### config.mk
export PLATFORM = sky130hd
export DESIGN_NAME = ffws_phase
export DESIGN_NICKNAME = d
export VERILOG_FILES = /design/src/rtl/ffws_pkg.sv /design/src/rtl/ffws_phase.sv
export SDC_FILE = /design/constraint.sdc
export NUM_CORES = 1
export LEC_CHECK = 0
export BUFFER_PORTS_ARGS = -buffer_cell sky130_fd_sc_hd__buf_2
export CAP_MARGIN = 20
export CORE_ASPECT_RATIO = 0.9
export CORE_UTILIZATION = 55
export DETAILED_ROUTE_END_ITERATION = 12
export PLACE_DENSITY = 0.82
export SLEW_MARGIN = 20
export SYNTH_ARGS = -nofsm -noshare
export SYNTH_HDL_FRONTEND = slang
export SYNTH_SLANG_ARGS = --single-unit
### constraint.sdc
create_clock -name aclk -period 9.25 [get_ports aclk]
set_input_delay 1.3875 -clock aclk [delete_from_list [all_inputs] [get_ports aclk]]
set_output_delay 1.3875 -clock aclk [all_outputs]
set_load 0.005 [all_outputs]
### src/rtl/ffws_pkg.sv
`timescale 1ns / 1ps
`default_nettype none

package ffws_pkg;

    // Series size: harmonics beyond the stored coefficient pairs contribute zero
    localparam int HARMONIC_COUNT   = 8;
    localparam int COEF_PAIRS       = 8;
    localparam int CELL_COUNT       = (HARMONIC_COUNT < COEF_PAIRS) ? HARMONIC_COUNT : COEF_PAIRS;

    // Quarter-wave sine table
    localparam int SINE_TABLE_DEPTH = 1024;
    localparam int SINE_ADDR_BITS   = $clog2(SINE_TABLE_DEPTH + 1);
    localparam int SINE_BITS        = 17;
    localparam longint SINE_ONE     = 65536;

    // Base rate in turns per second, Q0.32
    localparam logic [31:0] RATE_TURNS_Q32 = 32'd4294157061;
    localparam logic [31:0] QUARTER_TURN   = 32'h4000_0000;

    localparam logic [15:0] GAIN_RESET     = 16'd256;

    // Output buffer depth
    localparam int OUTBUF_DEPTH = 2;

    // Datapath widths
    localparam int COEF_W   = 25;
    localparam int SCALED_W = COEF_W + 16;
    localparam int TRIG_W   = SINE_BITS + 1;
    localparam int PROD_W   = SCALED_W + TRIG_W;
    localparam int SUM_W    = 60;
    localparam int FLOW_W   = 32;

    typedef logic signed [COEF_W-1:0]   coef_t;
    typedef logic signed [SCALED_W-1:0] scaled_t;
    typedef logic signed [TRIG_W-1:0]   trig_t;
    typedef logic signed [PROD_W-1:0]   prod_t;
    typedef logic signed [SUM_W-1:0]    sum_t;
    typedef logic [SINE_BITS-1:0]       sine_t;
    typedef logic [SINE_ADDR_BITS-1:0]  sine_addr_t;

    typedef coef_t coef_arr_t [COEF_PAIRS];
    typedef sine_t sine_tab_t [SINE_TABLE_DEPTH + 1];

    // Series coefficients, Q16 ml/s
    localparam coef_t MEAN_COEF = 25'sd6828851;
    localparam coef_arr_t COS_COEF = '{
        25'sd7798784, -25'sd1165885, -25'sd3050045, -25'sd1806172,
        -25'sd2127299, -25'sd1270088, -25'sd524419, -25'sd1040056
    };
    localparam coef_arr_t SIN_COEF = '{
        25'sd9351987, 25'sd8500019, 25'sd3264348, 25'sd1804861,
        25'sd1074790, -25'sd157876, 25'sd389415, 25'sd220987
    };

    // Link between neighboring cells
    typedef struct packed {
        logic        valid;
        logic [31:0] base;
        logic [31:0] ph;
        sum_t        sum;
    } link_t;

    // Q30 product, truncated toward zero
    function automatic longint mul_q30(input longint a, input longint b);
        longint p;
        p = a * b;
        if (p >= 0) begin
            return p >>> 30;
        end
        return -((-p) >>> 30);
    endfunction

    // Build the quarter-wave table from a degree-9 polynomial
    function automatic sine_tab_t build_sine_table();
        sine_tab_t tab;
        longint    u;
        longint    u2;
        longint    acc;
        longint    r;
        for (int i = 0; i <= SINE_TABLE_DEPTH; i++) begin
            u   = (longint'(i) <<< 30) / SINE_TABLE_DEPTH;
            u2  = (u * u) >>> 30;
            acc = 172272;
            acc = -5026995 + mul_q30(acc, u2);
            acc = 85569306 + mul_q30(acc, u2);
            acc = -693598668 + mul_q30(acc, u2);
            acc = 1686629713 + mul_q30(acc, u2);
            r   = mul_q30(acc, u);
            if (r < 0) begin
                r = 0;
            end
            r = (r + 8192) >>> 14;
            if (r > SINE_ONE) begin
                r = SINE_ONE;
            end
            tab[i] = r[SINE_BITS-1:0];
        end
        return tab;
    endfunction

    localparam sine_tab_t SINE_TABLE = build_sine_table();

    // Coefficient times Q8.8 gain
    function automatic scaled_t scale_coef(input coef_t coef, input logic [15:0] gain);
        logic signed [SCALED_W:0] prod;
        prod = coef * $signed({1'b0, gain});
        return prod[SCALED_W-1:0];
    endfunction

endpackage

`default_nettype wire

### src/rtl/ffws_phase.sv
`timescale 1ns / 1ps
`default_nettype none

module ffws_phase
    import ffws_pkg::*;
(
    input  wire logic        aclk,
    input  wire logic        aresetn,
    input  wire logic        adv,
    input  wire logic        in_valid,
    input  wire logic [31:0] time_value,
    input  wire logic [15:0] gain,
    output link_t            link_out
);

    logic [63:0] phase_prod;
    logic        valid_reg;
    logic [31:0] phase_reg;
    scaled_t     mean_scaled_reg;

    // Time times rate; keep the Q0.32 turn
    assign phase_prod = {32'd0, time_value} * {32'd0, RATE_TURNS_Q32};

    always_ff @(posedge aclk) begin
        if (!aresetn) begin
            valid_reg <= 1'b0;
        end else if (adv) begin
            valid_reg <= in_valid;
        end
    end

    always_ff @(posedge aclk) begin
        if (adv) begin
            phase_reg <= phase_prod[47:16];
        end
        mean_scaled_reg <= scale_coef(MEAN_COEF, gain);
    end

    // Seed the chain: harmonic zero phase, mean term as starting sum
    assign link_out.valid = valid_reg;
    assign link_out.base  = phase_reg;
    assign link_out.ph    = 32'd0;
    assign link_out.sum   = sum_t'({{(SUM_W-SCALED_W-16){mean_scaled_reg[SCALED_W-1]}},
                                    mean_scaled_reg, 16'd0});

endmodule

`default_nettype wire

# --- After elaboration in Yosys (flattened, before gate mapping) ---
# Index checks and enable logic that the tools add are counted.
totals:
  reg_bits: 72
  in_bits: 52
  wordCells: 5
op_classes:
  multipliers: 2
op_table:
  columns: ["op", "count"]
  rows:
  - ["multiplier 32 x 32 -> 48 bit, second input constant", 1]
  - ["multiplier 23 x 16 -> 39 bit, first input constant", 1]

# --- Longest topological paths before layout ---
# Gate-level depths: netlist of run 1.
logic_depth:
  ltp_word: 1
  ltp_mapped: 25
  mapped_depth_nobuf: 25

# --- Worst setup path before layout of run 1 ---
# OpenSTA, ideal clock, no wires.
synth_path:
  kind: "input port to flip-flop"
  from: "input port time_value[5]"
  to: "register phase_reg[31], data pin"
  setup_time_ps: 269
  t_arrival_ps: 7690
  required_ps: 8981
  setup_slack_ps: 1291
  cell_stages: 24
  path_buffers: 0
  cell_sequence: "inv_1 fa_1 fa_1 inv_1 fa_1 inv_1 fa_1 inv_1 fa_1 fa_1 fa_1 inv_1 fa_1 inv_1 ha_1 and3_1 and3_1 o211a_1 o211ai_2 a2111oi_4 nor2_2 o31a_1 o21ai_0 o211ai_1"
synth_via:
  elab_chain_len: 1
synth_lines:
  columns: ["element", "line", "text"]
  rows:
  - ["start: declaration", "ffws_phase.sv:11", "input wire logic [31:0] time_value,"]
  - ["multiplier 32 x 32 -> 48 bit", "ffws_phase.sv:22", "assign phase_prod = {32'd0, time_value} * {32'd0, RATE_TURNS_Q32};"]
  - ["named net phase_prod[47]", "ffws_phase.sv:16", "logic [63:0] phase_prod;"]
  - ["end signal: assignment", "ffws_phase.sv:34", "phase_reg <= phase_prod[47:16];"]
  - ["end: declaration", "ffws_phase.sv:18", "logic [31:0] phase_reg;"]
# The timed path passes the listed nets, and every way through them passes these cells.
# A chain may end at the register's enable or synchronous reset.

# --- Worst setup path after layout of run 1 ---
layout_path:
  from: "input port time_value[4]"
  to: "register phase_reg[31], data pin"
# Same word-level chain as after synthesis.

==> results.ini, run 1 <==
[yosys]
ys_types = 57
syn_area_um2 = 21600
synth_edf_count = 32
ys.flop_type = dfxtp_1
ys_warn_count = 0
syn_inst = 2024
yosys_register_bits = 72
synth_area_per_cell_um2 = 10.7
seq_area_frac_synth = 0.0815
ys_async_sr_fraction = 0

[grt]
grt_pass1_vias = 15200
grt_max_degree = 34
track_usage = 0.272
overflow = 0
antenna_found_initial = 0
grt_pass1_wl_um = 81800

[critical_path]
worst_path_largest_cell_delay_ps = 630
end_kind = flop
rr_worst_depth = 2
crit_top_cell = fa_1
critPathMaxFanout = 9
rr_startpoint = valid_reg$_SDFFE_PN0P_
cp-start-kind = input port
cp.arrival_ps = 8730
reg2reg_to = valid_reg$_SDFFE_PN0P_
critPathKind = input port to flop
rrSetupSlack_ps = 8650
cpMaxStageDelayCell = fa_1
crit_required_ps = 9350

[die]
core_area_um2 = 38500
die_x_um = 211
die_area_um2 = 40100
row_count = 68
pin_count = 177
start_util = 0.561
die_h_um = 190

[drt]
first_iter_violations = 888
firstDrtPassIters = 5
wl_per_cell_um = 18.7
viasPerCell = 5.15
drc = 0
ant_nets = 0
via_count = 13900
totalWireLength_um = 50500

[place]
gp_congestion = 0.989
dp_cells = 2678
dpl_cell_area_um2 = 22800
dpl_worst_slack_ps = 317
dp.final_hpwl_um = 45300
port-buffer-count = 123

[finish]
drive_gt1_frac = 0.0751
fin_area_um2 = 23100
fin_cells = 2694
largest_reg_flops = 39
flow.area_growth_from_synthesis_pct = 6.71
diodes = 0
nets = 3108

[clock_network]
insertion_delay_ps = 380
clockBufferDepth = 2
clk_pin_slew_ps = 70
hold_buffers = 0
cts_setup_buffers = 0
numCtsBuffers = 9
cts_tree = yes
htree_num_levels = 3
post_cts_resized = 0
ctsRootBufferMaster = clkbuf_16
cts.sinks = 72

[timing]
period_share = 0.933
slew_headroom = 0.343
rsz0062_at_grt = no
worst_pin_slew_ps = 986
min_period_ps = 8630
finalHoldViolCount = 0
timing.fmax_mhz = 116
slew_violations = 0
finalSetupViolCount = 0
final.setup.worst_slack_ps = 618
clock_skew_ps = 0
fin_setup_tns_ps = 0

[hold_path]
whs_path_depth = 2
hp-start = valid_reg$_SDFFE_PN0P_
hold_path_class = flop to flop
min_to = valid_reg$_SDFFE_PN0P_

[run_status]
outcome = complete, no violations

[flow_run]
maxCapViolations = 0

## area by class of cell
cell class | count | area (um^2)
fill | 3142 | 15500
clock inverter | 5 | 42.5
timing repair buffer | 134 | 698
tap | 525 | 657
inverter | 624 | 2340
multi-input combinational | 1323 | 17300
sequential | 72 | 1760
clock buffer | 11 | 275
## critical path, delay by kind of cell
family                   cells  cell delay [ps]
buffers and inverters        7              680
adder cells (fa/ha/maj)      9             4460
AO/OA/AOI/OAI                6             1830
AND/OR/NAND/NOR              3              370
## cells in the mapped netlist (19+ instances only)
cell type / n / share of area
inv_1: 624 / 0.11
nand2_1: 25 / 0.0043
dfxtp_1: 40 / 0.037
a21oi_1: 51 / 0.012
ha_1: 437 / 0.25
buf_4: 54 / 0.019
fa_1: 455 / 0.42
edfxtp_1: 32 / 0.044
o21ai_0: 27 / 0.0062
xor2_1: 19 / 0.0077
a21o_1: 26 / 0.0090
nor2_1: 30 / 0.0052
xnor2_1: 61 / 0.025
## how the worst max path moves through the flow
stage	start	to	slack, ps	cells past startpoint
after floorplan	time_value[5]	phase_reg[31]$_DFFE_PP_	1290	24
after global placement	time_value[4]	phase_reg[31]$_DFFE_PP_	450	25
after detailed placement	time_value[4]	phase_reg[31]$_DFFE_PP_	320	25
after CTS	time_value[4]	phase_reg[31]$_DFFE_PP_	700	25
after global routing	time_value[4]	phase_reg[31]$_DFFE_PP_	350	25
final	time_value[4]	phase_reg[31]$_DFFE_PP_	620	25
## routing by layer
| metal | track usage | vias up | wire length, um |
|---|---|---|---|
| met3 | 0.0616 | 49 | 3810 |
| met2 | 0.431 | 444 | 23800 |
| met1 | 0.383 | 7011 | 22100 |
| li1 | - | 6364 | - |
| met4 | 0.0594 | 0 | 823 |
| met5 | 0 | - | 0 |
## cells by family after synthesis
| kind of cell | after synthesis | synth area share |
|---|---|---|
| AO/OA/AOI/OAI | 173 | 0.0550 |
| buffers and inverters | 681 | 0.128 |
| AND/OR/NAND/NOR | 123 | 0.0283 |
| multiplexers | 2 | 0.000926 |
| other | 1 | 0.000173 |
| XOR/XNOR | 80 | 0.0324 |
| flip-flops | 72 | 0.0815 |
| adder cells (fa/ha/maj) | 892 | 0.674 |
## through the flow
stage / utilization / hold WS [ps]
after floorplan: - / 484
after detailed placement: 0.590 / 530
after global routing: 0.599 / 591
after CTS: 0.599 / 547
final: 0.599 / 533
after global placement: 0.590 / 497
## placed cells by master, fill, tap and decap left out, types with 5 or more instances in the layout
cell and n:
nor2b_1 6, xor2_1 19, a21oi_1 51, edfxtp_1 32, a211oi_1 5, buf_2 123, nor3_1 12, and3_1 11
nand3_1 13, clkbuf_16 11, a21o_1 26, o21ai_0 27, a31oi_1 6, fa_1 455, dfxtp_1 40, inv_1 624
conb_1 53, o211ai_1 6, o21bai_1 6, ha_1 437, nand2b_1 10, xnor2_1 61, o21a_1 12, nand2_1 25
nor2_1 30, buf_4 11
Power of run 1 is left out: the tool's default activity adds up to more than one toggle a clock period on the data nets, which glitch-free logic cannot reach.
==> inputs of run 2 (changes only) <==
BUFFER_PORTS_ARGS = -buffer_cell sky130_fd_sc_hd__buf_4   (was -buffer_cell sky130_fd_sc_hd__buf_2)
==> results.ini, run 2 (synthesis results as in run 1) <==
[critical_path]
cp-start-kind = input port
rrSetupSlack_ps = 8660
critPathKind = input port to flop
rr_worst_depth = 2
rr_startpoint = valid_reg$_SDFFE_PN0P_
end_kind = flop
crit_end = phase_reg[31]$_DFFE_PP_
cp.arrival_ps = 8640
critical_path.startpoint = time_value[5]
reg2reg_to = valid_reg$_SDFFE_PN0P_
critPathMaxFanout = 10
crit_required_ps = 9370

[clock_network]
ctsRootBufferMaster = clkbuf_16
cts_tree = yes
cts.sinks = 72
numCtsBuffers = 9
post_cts_resized = 0
htree_num_levels = 3
cts_setup_buffers = 0
hold_buffers = 0
clockBufferDepth = 2
clk_pin_slew_ps = 70
insertion_delay_ps = 380

[place]
dpl_cell_area_um2 = 23000
gp_congestion = 0.966
port-buffer-count = 123
dpl_worst_slack_ps = 367
dp.final_hpwl_um = 45300

[die]
core_area_um2 = 38500
row_count = 68
die_x_um = 211
die_area_um2 = 40100
start_util = 0.561
pin_count = 177
die_h_um = 190

[timing]
slew_headroom = 0.592
worst_pin_slew_ps = 606
finalSetupViolCount = 0
final.setup.worst_slack_ps = 728
min_period_ps = 8520
hold_ws_ps = 529
slew_violations = 0
finalHoldViolCount = 0
clock_skew_ps = 0
timing.fmax_mhz = 117
rsz0062_at_grt = no
period_share = 0.921
fin_setup_tns_ps = 0

[finish]
nets = 3097
largest_reg_flops = 39
layout_commonest_cell = inv_1
flow.area_growth_from_synthesis_pct = 7.67
drive_gt1_frac = 0.0704
fillCellCount = 3142
diodes = 0
fin_area_um2 = 23300
layout_common_cells = inv_1 (624), fa_1 (455), ha_1 (437)

[drt]
viasPerCell = 5.13
firstDrtPassIters = 5
first_iter_violations = 784
via_count = 13800
totalWireLength_um = 50600
maxUsedRoutingLayer = met4
wl_per_cell_um = 18.8
ant_nets = 0
wl_met2_um = 23500
drc = 0
wl_met3_um = 4140
wl_met1_um = 21800

[grt]
grt_max_degree = 34
grt_pass1_vias = 15200
track_usage = 0.272
overflow = 0
grt_pass1_wl_um = 81500
antenna_found_initial = 0

[hold_path]
hold_path_class = flop to flop
hp-start = valid_reg$_SDFFE_PN0P_

[run_status]
outcome = complete, no violations

[flow_run]
maxCapViolations = 0

-- run 2: worst max-delay path: stages --
cell,delay (ps)
buf_4,190
inv_1,140
fa_1,610
fa_1,530
inv_1,60
fa_1,510
inv_1,60
fa_1,550
inv_1,80
fa_1,500
fa_1,430
fa_1,490
inv_1,50
fa_1,480
inv_1,40
ha_1,320
and3_1,200
nand2_1,60
o21ai_0,320
o211ai_2,200
a2111oi_4,530
nor2_2,110
o31a_1,370
o21ai_0,280
o211ai_1,130
-- run 2: how the worst min path moves through the flow --
stage                                        end  cells after the start
after floorplan           valid_reg$_SDFFE_PN0P_                      2
after global placement    valid_reg$_SDFFE_PN0P_                      2
after detailed placement  valid_reg$_SDFFE_PN0P_                      2
after CTS                 valid_reg$_SDFFE_PN0P_                      2
after global routing      valid_reg$_SDFFE_PN0P_                      2
final                     valid_reg$_SDFFE_PN0P_                      2
-- run 2: layout make-up --
class / instances / area (um^2) / area share
Clock inverter: 6 / 48.8 / 0.00210
Clock buffer: 10 / 250 / 0.0107
Sequential cell: 72 / 1760 / 0.0757
Inverter: 624 / 2340 / 0.101
Multi-Input combinational cell: 1323 / 17300 / 0.743
Timing Repair Buffer: 123 / 923 / 0.0397
Tap cell: 525 / 657 / 0.0282
-- run 2: per-layer routing --
metal / global-route usage / vias up
met5: 0 / -
met4: 0.0747 / 0
met3: 0.0731 / 55
met2: 0.427 / 445
met1: 0.372 / 6918
li1: - / 6345
-- run 2: through the flow --
step / utilization / std cells
3_5_place_dp: 0.596 / 2667
6_report: 0.604 / 2683
5_1_grt: 0.604 / 2683
4_1_cts: 0.604 / 2683
3_3_place_gp: 0.596 / 2667
2_1_floorplan: - / 2076
Power of run 2 is left out for the same reason.
