==> src/rtl/ffws_pkg.sv <==
`timescale 1ns / 1ps
`default_nettype none

package ffws_pkg;

    // Series size: harmonics beyond the stored coefficient pairs contribute zero
    localparam int HARMONIC_COUNT   = 8;
    localparam int COEF_PAIRS       = 8;
    localparam int CELL_COUNT       = (HARMONIC_COUNT < COEF_PAIRS) ? HARMONIC_COUNT : COEF_PAIRS;

    // Quarter-wave sine table
    localparam int SINE_TABLE_DEPTH = 1024;
    localparam int SINE_ADDR_BITS   = $clog2(SINE_TABLE_DEPTH + 1);
    localparam int SINE_BITS        = 17;
    localparam longint SINE_ONE     = 65536;

    // Base rate in turns per second, Q0.32
    localparam logic [31:0] RATE_TURNS_Q32 = 32'd4294157061;
    localparam logic [31:0] QUARTER_TURN   = 32'h4000_0000;

    localparam logic [15:0] GAIN_RESET     = 16'd256;

    // Output buffer depth
    localparam int OUTBUF_DEPTH = 2;

    // Datapath widths
    localparam int COEF_W   = 25;
    localparam int SCALED_W = COEF_W + 16;
    localparam int TRIG_W   = SINE_BITS + 1;
    localparam int PROD_W   = SCALED_W + TRIG_W;
    localparam int SUM_W    = 60;
    localparam int FLOW_W   = 32;

    typedef logic signed [COEF_W-1:0]   coef_t;
    typedef logic signed [SCALED_W-1:0] scaled_t;
    typedef logic signed [TRIG_W-1:0]   trig_t;
    typedef logic signed [PROD_W-1:0]   prod_t;
    typedef logic signed [SUM_W-1:0]    sum_t;
    typedef logic [SINE_BITS-1:0]       sine_t;
    typedef logic [SINE_ADDR_BITS-1:0]  sine_addr_t;

    typedef coef_t coef_arr_t [COEF_PAIRS];
    typedef sine_t sine_tab_t [SINE_TABLE_DEPTH + 1];

    // Series coefficients, Q16 ml/s
    localparam coef_t MEAN_COEF = 25'sd6828851;
    localparam coef_arr_t COS_COEF = '{
        25'sd7798784, -25'sd1165885, -25'sd3050045, -25'sd1806172,
        -25'sd2127299, -25'sd1270088, -25'sd524419, -25'sd1040056
    };
    localparam coef_arr_t SIN_COEF = '{
        25'sd9351987, 25'sd8500019, 25'sd3264348, 25'sd1804861,
        25'sd1074790, -25'sd157876, 25'sd389415, 25'sd220987
    };

    // Link between neighboring cells
    typedef struct packed {
        logic        valid;
        logic [31:0] base;
        logic [31:0] ph;
        sum_t        sum;
    } link_t;

    // Q30 product, truncated toward zero
    function automatic longint mul_q30(input longint a, input longint b);
        longint p;
        p = a * b;
        if (p >= 0) begin
            return p >>> 30;
        end
        return -((-p) >>> 30);
    endfunction

    // Build the quarter-wave table from a degree-9 polynomial
    function automatic sine_tab_t build_sine_table();
        sine_tab_t tab;
        longint    u;
        longint    u2;
        longint    acc;
        longint    r;
        for (int i = 0; i <= SINE_TABLE_DEPTH; i++) begin
            u   = (longint'(i) <<< 30) / SINE_TABLE_DEPTH;
            u2  = (u * u) >>> 30;
            acc = 172272;
            acc = -5026995 + mul_q30(acc, u2);
            acc = 85569306 + mul_q30(acc, u2);
            acc = -693598668 + mul_q30(acc, u2);
            acc = 1686629713 + mul_q30(acc, u2);
            r   = mul_q30(acc, u);
            if (r < 0) begin
                r = 0;
            end
            r = (r + 8192) >>> 14;
            if (r > SINE_ONE) begin
                r = SINE_ONE;
            end
            tab[i] = r[SINE_BITS-1:0];
        end
        return tab;
    endfunction

    localparam sine_tab_t SINE_TABLE = build_sine_table();

    // Coefficient times Q8.8 gain
    function automatic scaled_t scale_coef(input coef_t coef, input logic [15:0] gain);
        logic signed [SCALED_W:0] prod;
        prod = coef * $signed({1'b0, gain});
        return prod[SCALED_W-1:0];
    endfunction

endpackage

`default_nettype wire

==> src/rtl/ffws_outbuf.sv <==
`timescale 1ns / 1ps
`default_nettype none

module ffws_outbuf
    import ffws_pkg::*;
(
    input  wire logic              aclk,
    input  wire logic              aresetn,
    input  wire logic              push_valid,
    input  wire logic [FLOW_W-1:0] push_data,
    input  wire logic              m_tready,
    output logic                   m_tvalid,
    output logic [FLOW_W-1:0]      m_tdata,
    output logic                   room
);

    localparam int CNT_W = $clog2(OUTBUF_DEPTH + 1);
    localparam logic [CNT_W-1:0] CNT_FULL = CNT_W'(OUTBUF_DEPTH);
    localparam logic [CNT_W-1:0] CNT_ONE  = CNT_W'(1);

    logic [CNT_W-1:0]  cnt_reg;
    logic [CNT_W-1:0]  cnt_next;
    logic [FLOW_W-1:0] head_reg;
    logic [FLOW_W-1:0] head_next;
    logic [FLOW_W-1:0] tail_reg;
    logic [FLOW_W-1:0] tail_next;
    logic              push;
    logic              pop;

    assign room     = (cnt_reg != CNT_FULL);
    assign m_tvalid = (cnt_reg != '0);
    assign m_tdata  = head_reg;
    assign push     = push_valid && room;
    assign pop      = m_tvalid && m_tready;

    // Two-entry queue: head drives the port, tail catches the stalled beat
    always_comb begin
        cnt_next  = cnt_reg;
        head_next = head_reg;
        tail_next = tail_reg;
        if (push && !pop) begin
            cnt_next = cnt_reg + CNT_ONE;
            if (cnt_reg == '0) begin
                head_next = push_data;
            end else begin
                tail_next = push_data;
            end
        end else if (pop && !push) begin
            cnt_next  = cnt_reg - CNT_ONE;
            head_next = tail_reg;
        end else if (push && pop) begin
            if (cnt_reg == CNT_ONE) begin
                head_next = push_data;
            end else begin
                head_next = tail_reg;
                tail_next = push_data;
            end
        end
    end

    always_ff @(posedge aclk) begin
        if (!aresetn) begin
            cnt_reg <= '0;
        end else begin
            cnt_reg <= cnt_next;
        end
    end

    always_ff @(posedge aclk) begin
        head_reg <= head_next;
        tail_reg <= tail_next;
    end

endmodule

`default_nettype wire

==> config.mk <==
export PLATFORM = sky130hd
export DESIGN_NAME = ffws_outbuf
export DESIGN_NICKNAME = d
export VERILOG_FILES = /design/src/rtl/ffws_pkg.sv /design/src/rtl/ffws_outbuf.sv
export SDC_FILE = /design/constraint.sdc
export NUM_CORES = 1
export LEC_CHECK = 0
export BUFFER_PORTS_ARGS = -buffer_cell sky130_fd_sc_hd__clkbuf_2
export CAP_MARGIN = 0
export CORE_MARGIN = 2
export CORE_UTILIZATION = 51
export CTS_CLUSTER_SIZE = 14
export DETAILED_ROUTE_END_ITERATION = 10
export GPL_TIMING_DRIVEN = 0
export PLACE_DENSITY = 0.78
export SETUP_SLACK_MARGIN = 0.02
export SLEW_MARGIN = 20
export SYNTH_ARGS = -nofsm -noshare
export SYNTH_HDL_FRONTEND = slang
export SYNTH_SLANG_ARGS = --single-unit
==> constraint.sdc <==
create_clock -name aclk -period 4.52 [get_ports aclk]
set_clock_uncertainty 0.05 [all_clocks]
set_input_delay 0.678 -clock aclk [delete_from_list [all_inputs] [get_ports aclk]]
set_output_delay 0.678 -clock aclk [all_outputs]
set_load 0.01 [all_outputs]
After elaboration in Yosys (flattened, before gate mapping)
Cells that the tools add are included.
{"block": "word_totals", "inputBits": 36, "out_inout_bits": 34, "regBits": 66}
{"block": "classes", "mux": 12, "add_sub_neg": 2, "reduce_logical": 14, "n_eq_ne": 6}
{"cell": "2-to-1 mux 32 bit", "n": 10}
{"cell": "!= test 2 bit (second input constant)", "n": 4}
{"cell": "nonzero test 2 bit", "n": 3}
{"cell": "logical AND 1 bit", "n": 5}
{"cell": "2-to-1 mux 2 bit", "n": 2}
{"cell": "AND reduction 4 bit", "n": 1}
{"cell": "nonzero test 3 bit", "n": 1}
{"cell": "adder 2 x 1 -> 2 bit (second input constant)", "n": 1}
{"cell": "== test 2 x 1 -> 1 bit (second input constant)", "n": 1}
{"cell": "zero test 1 bit", "n": 2}
{"cell": "zero test 2 bit", "n": 1}
{"cell": "!= test 2 x 1 -> 1 bit (second input constant)", "n": 1}
{"cell": "AND reduction 2 bit", "n": 1}
{"cell": "subtractor 2 x 1 -> 2 bit (second input constant)", "n": 1}

Longest topological paths before layout
Gate-level depths: netlist of run 1.
{"block": "depth", "ltp_word": 6, "depth_mapped": 10, "mapped_depth_nobuf": 9}

Least setup slack after synthesis of run 1
No wires, ideal clock.
{"block": "synth_path", "kind": "reg-to-reg", "startpoint": "register cnt_reg[0]", "endpoint": "register head_reg[0], in the netlist m_tdata[0] (enable)", "stages_incl_launch_ff": 6, "setup_slack_ps": 921, "n_path_buf": 0, "t_required_ps": 4004, "setup_ps": 466, "t_arrival_ps": 3083, "period_less_slack_ps": 3599, "cell_sequence": "dfxtp_1 -> inv_1 -> ha_1 -> inv_1 -> nand2_1 -> o21ai_0"}
{"block": "synth_between", "elab_chain_cells": 6, "word_cells_on_any_way": 13}
{"item": "start: declaration", "line": "ffws_outbuf.sv:21", "source": "logic [CNT_W-1:0] cnt_reg;"}
{"item": "start signal: assignment", "line": "ffws_outbuf.sv:65", "source": "cnt_reg <= cnt_next;"}
{"item": "!= test 2 bit *", "line": "ffws_outbuf.sv:30", "source": "assign room = (cnt_reg != CNT_FULL);"}
{"item": "named net room", "line": "ffws_outbuf.sv:14", "source": "output logic room"}
{"item": "logical AND 1 bit *", "line": "ffws_outbuf.sv:33", "source": "assign push = push_valid && room;"}
{"item": "zero test 1 bit", "line": "ffws_outbuf.sv:48", "source": "end else if (pop && !push) begin"}
{"item": "logical AND 1 bit", "line": "ffws_outbuf.sv:48"}
{"item": "nonzero test 3 bit (no source line)"}
{"item": "AND reduction 2 bit (no source line) *"}
{"item": "end signal: assignment", "line": "ffws_outbuf.sv:70", "source": "head_reg <= head_next;"}
{"item": "end: declaration", "line": "ffws_outbuf.sv:23", "source": "logic [FLOW_W-1:0] head_reg;"}
The timed path passes the listed nets; every way through them passes the cells marked *.
A chain may end at the register's enable or synchronous reset.

Worst setup path in the final report of run 1
{"block": "layout_path", "startpoint": "register cnt_reg[0]", "endpoint": "register head_reg[6], in the netlist m_tdata[6], data pin"}
{"block": "layout_between", "elab_chain_cells": 6, "word_cells_on_any_way": 13}
{"item": "!= test 2 bit", "line": "ffws_outbuf.sv:30"}
{"item": "logical AND 1 bit", "line": "ffws_outbuf.sv:33"}
{"item": "zero test 1 bit", "line": "ffws_outbuf.sv:48"}
{"item": "logical AND 1 bit", "line": "ffws_outbuf.sv:48"}
{"item": "2-to-1 mux 32 bit", "line": "ffws_outbuf.sv:48"}
{"item": "2-to-1 mux 32 bit *", "line": "ffws_outbuf.sv:41", "source": "if (push && !pop) begin"}
{"item": "named net head_next[6]", "line": "ffws_outbuf.sv:24", "source": "logic [FLOW_W-1:0] head_next;"}
The timed path passes the listed nets; every way through them passes the cells marked *. The select of a mux whose other input is x is not followed.

==> results.toml, run 1 <==
[die]
die-area_um2 = 5600
rows = 25
die_y_um = 74.9
core_area_um2 = 4790
ios = 70
start_util_pct = 53.5
die_w_um = 74.9

[global_routing]
antenna_found_initial = 0
grt_usage_pct = 17.1
gr-total-overflow = 0
grt_pass1_vias = 1428
grt_pass1_wl_mm = 6.73
grt_start_max_net_pins = 27

[clock_tree]
root_buffer = "clkbuf_8"
post_cts_buffers = 0
cts_buffers = 9
clock_latency_ps = 320
h-tree-depth = 3
clkSinkCount = 66
cts_tree = "done"
post_cts_resize_count = 0
ctsHoldBuffers = 0
clk_pin_slew_ps = 70
cts_buffer_depth = 2

[route]
via_per_inst = 4.91
wl_per_cell_um = 16.0
drt_iter0_drc = 75
ant_nets = 0
drtPass1Iterations = 4
drc = 0
via_count = 1400
drt-total-wl_mm = 4.57

[cells_and_area]
final_cells = 285
drive_gt1_share_pct = 54.1
area_delta_synth_final_pct = 25.6
nets = 256
diodes = 0
layout_common_cells = "clkbuf_2 (69), edfxtp_1 (64), mux2_2 (30)"
final_common_cell = "clkbuf_2"
multiInputGateArea_um2 = 554
fin_area_um2 = 3220
register_area_um2 = 1960
fillers = 360

[setup_path]
cp.arrival_ps = 2680
crit_buf_inv = 5
worstPathMaxFanout = 10
critPathMaxStageDelay_ps = 380
r2r_setup_slack_ps = 1860
r2r-end = "m_tdata[6]"
startpoint = "cnt_reg[0]"
cp_top_family = "buffers and inverters"
cp.depth = 10
critPathKind = "flop to flop"
critPathCaptureType = "flop"
slowest_stage = "dfxtp_1"
worst_path_most_repeated_cell = "inv_1"
required_ps = 4540
crit_chain = "inv_1 -> ha_1 -> inv_1 -> nand2_1 -> inv_1 -> ha_1 -> inv_1 -> a21oi_4 -> buf_6 -> mux2_2"
critPathLaunchType = "flop"
r2r_cells = 10
r2r_start = "cnt_reg[0]"
cp-endpoint = "m_tdata[6]"

[synth]
synth_top_family_by_area = "multiplexers"
synth_compound_area_share_pct = 1.81
syn_nets = 174
avgSynthCellArea_um2 = 19.6
yosys.area_share.simple_pct = 1.27
synthXorXnorAreaFrac_pct = 0.342
synth_cells = 131
synth_mux_area_share_pct = 14.1
yosys_register_bits = 66
synth.area.top_cells = "edfxtp_1 (75%), mux2_2 (13%), ha_1 (3.4%)"
synth_cell_types = 15
synth_adder_area_share_pct = 3.42
yosysSeqAreaShare_pct = 76.6
synth_top_area_share_pct = 75.0
synth_area_um2 = 2560
synth_top_cell_by_area = "edfxtp_1"
yosysWarnings = 0

[power]
power_density_nw_per_um2 = 705
switchingPower_mw = 0.714
switching_share_pct = 31.5
irDropWorstVdd_uv = 392
p_seq_share_pct = 46.1
p_int_mw = 1.55
p_leak_nw = 1.28
comb_power_share_pct = 36.6
clockPowerShare_pct = 17.3

[timing]
max-slew-margin-rel_pct = 73.1
final.min_clock_period_ps = 2660
finalCritPeriodShare_pct = 58.8
finalSetupViolations = 0
max_freq_mhz = 376
grt_setup_unrepaired = "false"
worstMarginPinSlew_ps = 402
finalHoldViolations = 0
maxSlewViolCount = 0
setup_ws_ps = 1860

[placed_design]
gp_congestion = 0.701
dp_cells = 269
placed_cell_area_um2 = 3060
pre_cts_ws_ps = 1900
dp_hpwl_mm = 3.35
port_buffers = 69

[hold_path]
hold_path_class = "flop to flop"

[status]
outcome = "complete, no violations"

[job]
cap_violations = 0
cell usage after synthesis:
cell type / instances
edfxtp_1: 64
mux2_2: 30
inv_1: 8
ha_1: 7
nand2_1: 4
buf_6: 3
nor2_1: 3
o21ai_0: 3
dfxtp_1: 2
mux2_1: 2
a21boi_0: 1
a21oi_4: 1
a22oi_1: 1
and2_1: 1
xor2_1: 1
routing by layer:
layer  GRT usage, %  routed length, µm
met5              0                  0
met4           7.74                 68
met3           6.56                234
met2           29.6               2480
met1           18.6               1790
metrics by stage:
| stage | util [%] | hold WS [ps] | TNS, ps | power [mW] |
|---|---|---|---|---|
| after floorplan | - | 424 | 0 | 1.56 |
| after CTS | 67.2 | 463 | 0 | 2.30 |
| after global routing | 67.2 | 471 | 0 | 2.39 |
| after global placement | 62.5 | 431 | -1680 | 1.78 |
| final | 67.2 | 458 | 0 | 2.27 |
| after detailed placement | 64.0 | 453 | 0 | 1.91 |
worst min path at each step:
stage | cells past startpoint | to | from | slack (ps)
finish | 2 | cnt_reg[0] | cnt_reg[0] | 460
global route | 1 | tail_reg[7] | push_data[7] | 470
CTS | 2 | cnt_reg[0] | cnt_reg[0] | 460
detailed placement | 2 | cnt_reg[0] | cnt_reg[0] | 450
global placement | 2 | cnt_reg[0] | cnt_reg[0] | 430
floorplan | 2 | cnt_reg[0] | cnt_reg[0] | 420
tightest hold or removal path: cells and delay by family (launching register included):
family | cells | cell delay, ps
flip-flops | 1 | 340
AND/OR/NAND/NOR | 1 | 60
AO/OA/AOI/OAI | 1 | 70
cell type report:
cell class	instances	share of cell area, %
multi-input cells	54	17.2
clock inverters	5	0.661
well taps	67	2.61
flip-flops and latches	66	61.0
repair buffers	71	12.4
inverters	8	0.933
clock buffers	11	4.08
plain buffers	3	1.05
kinds of logic (layout without fill, tap and decap cells):
group / after synthesis / after routing
AOI/OAI and AO/OA: 6 / 6
xor gates and xnor gates: 1 / 1
adders and majority gates: 7 / 7
buffers and inverters: 11 / 98
DFF: 66 / 66
muxes: 32 / 32
and+or+nand+nor: 8 / 8
power by group through the flow:
stage               Sequential, mW  Combinational, mW  Clock, mW
finish                        1.04              0.831      0.391
global route                  1.07              0.893      0.427
CTS                           1.05              0.845      0.403
detailed placement            1.06              0.843          0
global placement              1.08              0.703          0
floorplan                     1.15              0.413          0
Note: power is estimated with default switching activity, not from simulation.
==> run 2: changes to the inputs <==
Settings changed: ABC_AREA from default to 1, CORE_UTILIZATION 51 to 52, PLACE_DENSITY 0.78 to 0.79.
Clock period 4.52 ns to 2.6 ns, I/O delays scaled along.
==> results.toml, run 2 <==
[clock_tree]
cts_buffer_depth = 2
post_cts_resize_count = 0
ctsHoldBuffers = 0
cts_tree = "done"
root_buffer = "clkbuf_8"
clock_latency_ps = 330
post_cts_buffers = 0
cts_buffers = 9
clkSinkCount = 66
h-tree-depth = 3
clk_pin_slew_ps = 70

[route]
drc = 0
drt_iter0_drc = 120
via_count = 1800
ant_nets = 0
drt-total-wl_mm = 4.97
via_per_inst = 4.90
drtPass1Iterations = 4
wl_per_cell_um = 13.5

[timing]
setup_tns_ps = 0
setup_ws_ps = 359
worstMarginPinSlew_ps = 612
grt_setup_unrepaired = "false"
finalSetupViolations = 0
finalCritPeriodShare_pct = 86.2
final.min_clock_period_ps = 2240
maxSlewViolCount = 0
max_freq_mhz = 446
max-slew-margin-rel_pct = 59.0
finalHoldViolations = 0

[power]
power_density_nw_per_um2 = 1350
p_leak_nw = 1.51
total_power_mw = 4.54
irDropWorstVdd_uv = 826

[synth]
yosys_register_bits = 66
synth_top_area_share_pct = 72.2
yosysWarnings = 0
post-synth-top-count-cell = "nand2_1"
syn_nets = 254
synth_cell_types = 14
yosys-top-cells-count = "nand2_1 (71), edfxtp_1 (64), nand3_1 (33), inv_1 (14), ha_1 (7)"
synth_area_um2 = 2660
synth.area.top_cells = "edfxtp_1 (72%), nand2_1 (10%), nand3_1 (6.2%)"
synth_cells = 211
synth_edf_count = 64
synth_flop_cell = "edfxtp_1"
synth_top_cell_by_area = "edfxtp_1"
async_flop_share_pct = 0
avgSynthCellArea_um2 = 12.6
yosysSeqAreaShare_pct = 73.7

[die]
ios = 70
rows = 26
die_w_um = 75.6
die-area_um2 = 5710
start_util_pct = 53.1
core_area_um2 = 5010
die_y_um = 75.6

[hold_path]
hold_path_class = "input pin to flop"

[cells_and_area]
diodes = 0
final_core_util_pct = 67.1
drive_gt1_share_pct = 33.0
final_common_cell = "nand2_1"
area_delta_synth_final_pct = 26.2
nets = 337
layout_common_cells = "nand2_1 (71), clkbuf_2 (69), edfxtp_1 (64)"
fillers = 391

[placed_design]
gp_congestion = 0.739
pre_cts_ws_ps = 82.2
dp_hpwl_mm = 3.40
port_buffers = 69

[global_routing]
grt_usage_pct = 19.1
grt_start_max_net_pins = 18
gr-total-overflow = 0
grt_pass1_wl_mm = 7.65
grt_pass1_vias = 1652
antenna_found_initial = 0

[setup_path]
critPathKind = "flop to flop"
worstPathMaxFanout = 17
cp.arrival_ps = 2230
required_ps = 2590
critPathCaptureType = "flop"
critPathLaunchType = "flop"

[job]
cap_violations = 0

[status]
outcome = "complete, no violations"
==> run 2: cell count changes after synthesis, sizes merged <==
cell / before / now
a21oi: 1 / 3
inv: 8 / 15
buf: 3 / 9
and2: 1 / 0
xor2: 1 / 0
nand2: 4 / 73
nand3: 0 / 33
mux2: 32 / 0
a22oi: 1 / 0
o21ai: 3 / 2
a21boi: 1 / 0
==> run 2: where the power goes <==
part	internal (mW)	switching [mW]
combinational	0.688	1.10
sequential	1.85	0.125
clock	0.422	0.358
==> run 2: final timing paths <==
path / from / to / slack, ps / cells after the start
max reg2reg: cnt_reg[0] / tail_reg[10] / 360 / 9
min: push_data[9] / tail_reg[9] / 200 / 1
min reg2reg: cnt_reg[0] / cnt_reg[0] / 440 / 2
max: cnt_reg[0] / tail_reg[10] / 360 / 9
==> run 2: cell type report <==
cell class                 count  area (µm²)  share of cell area (%)
inverter                      15        56.3                    1.68
sequential                    66        1960                    58.4
clock buffer                   9         124                    3.69
buffer                         9        66.3                    1.97
timing repair buffer          72         420                    12.5
tap                           70        87.6                    2.61
multi-input combinational    121         597                    17.8
clock inverter                 5        47.5                    1.41
==> run 2: worst max-delay path, stage by stage (launching register included) <==
cell and delay (ps):
dfxtp_1 370, inv_1 80, ha_1 210, nor2_1 190
inv_1 140, ha_1 260, inv_1 110, o21ai_0 140
nor2_4 220, buf_16 180
==> run 2: metal layers <==
| layer | track usage (%) | vias up | wire [µm] |
|---|---|---|---|
| met2 | 31.0 | 61 | 2560 |
| met3 | 5.16 | 8 | 252 |
| li1 | - | 886 | - |
| met4 | 9.75 | 0 | 87 |
| met1 | 23.5 | 845 | 2070 |
| met5 | 0 | - | 0 |
==> run 2: stage by stage <==
| step | hold WS, ps | area [µm²] | instances |
|---|---|---|---|
| floorplan | 413 | 2670 | 211 |
| global placement | 430 | 3100 | 350 |
| detailed placement | 433 | 3170 | 352 |
| CTS | 195 | 3340 | 366 |
| global route | 192 | 3360 | 367 |
| finish | 200 | 3360 | 367 |
==> run 2: cell families after synthesis <==
kind of cell,after synthesis,synth area share (%)
DFF,66,73.7
and+or+nand+nor,109,17.5
adders and majority gates,7,3.29
AOI/OAI and AO/OA,5,0.940
buffers and inverters,24,4.60
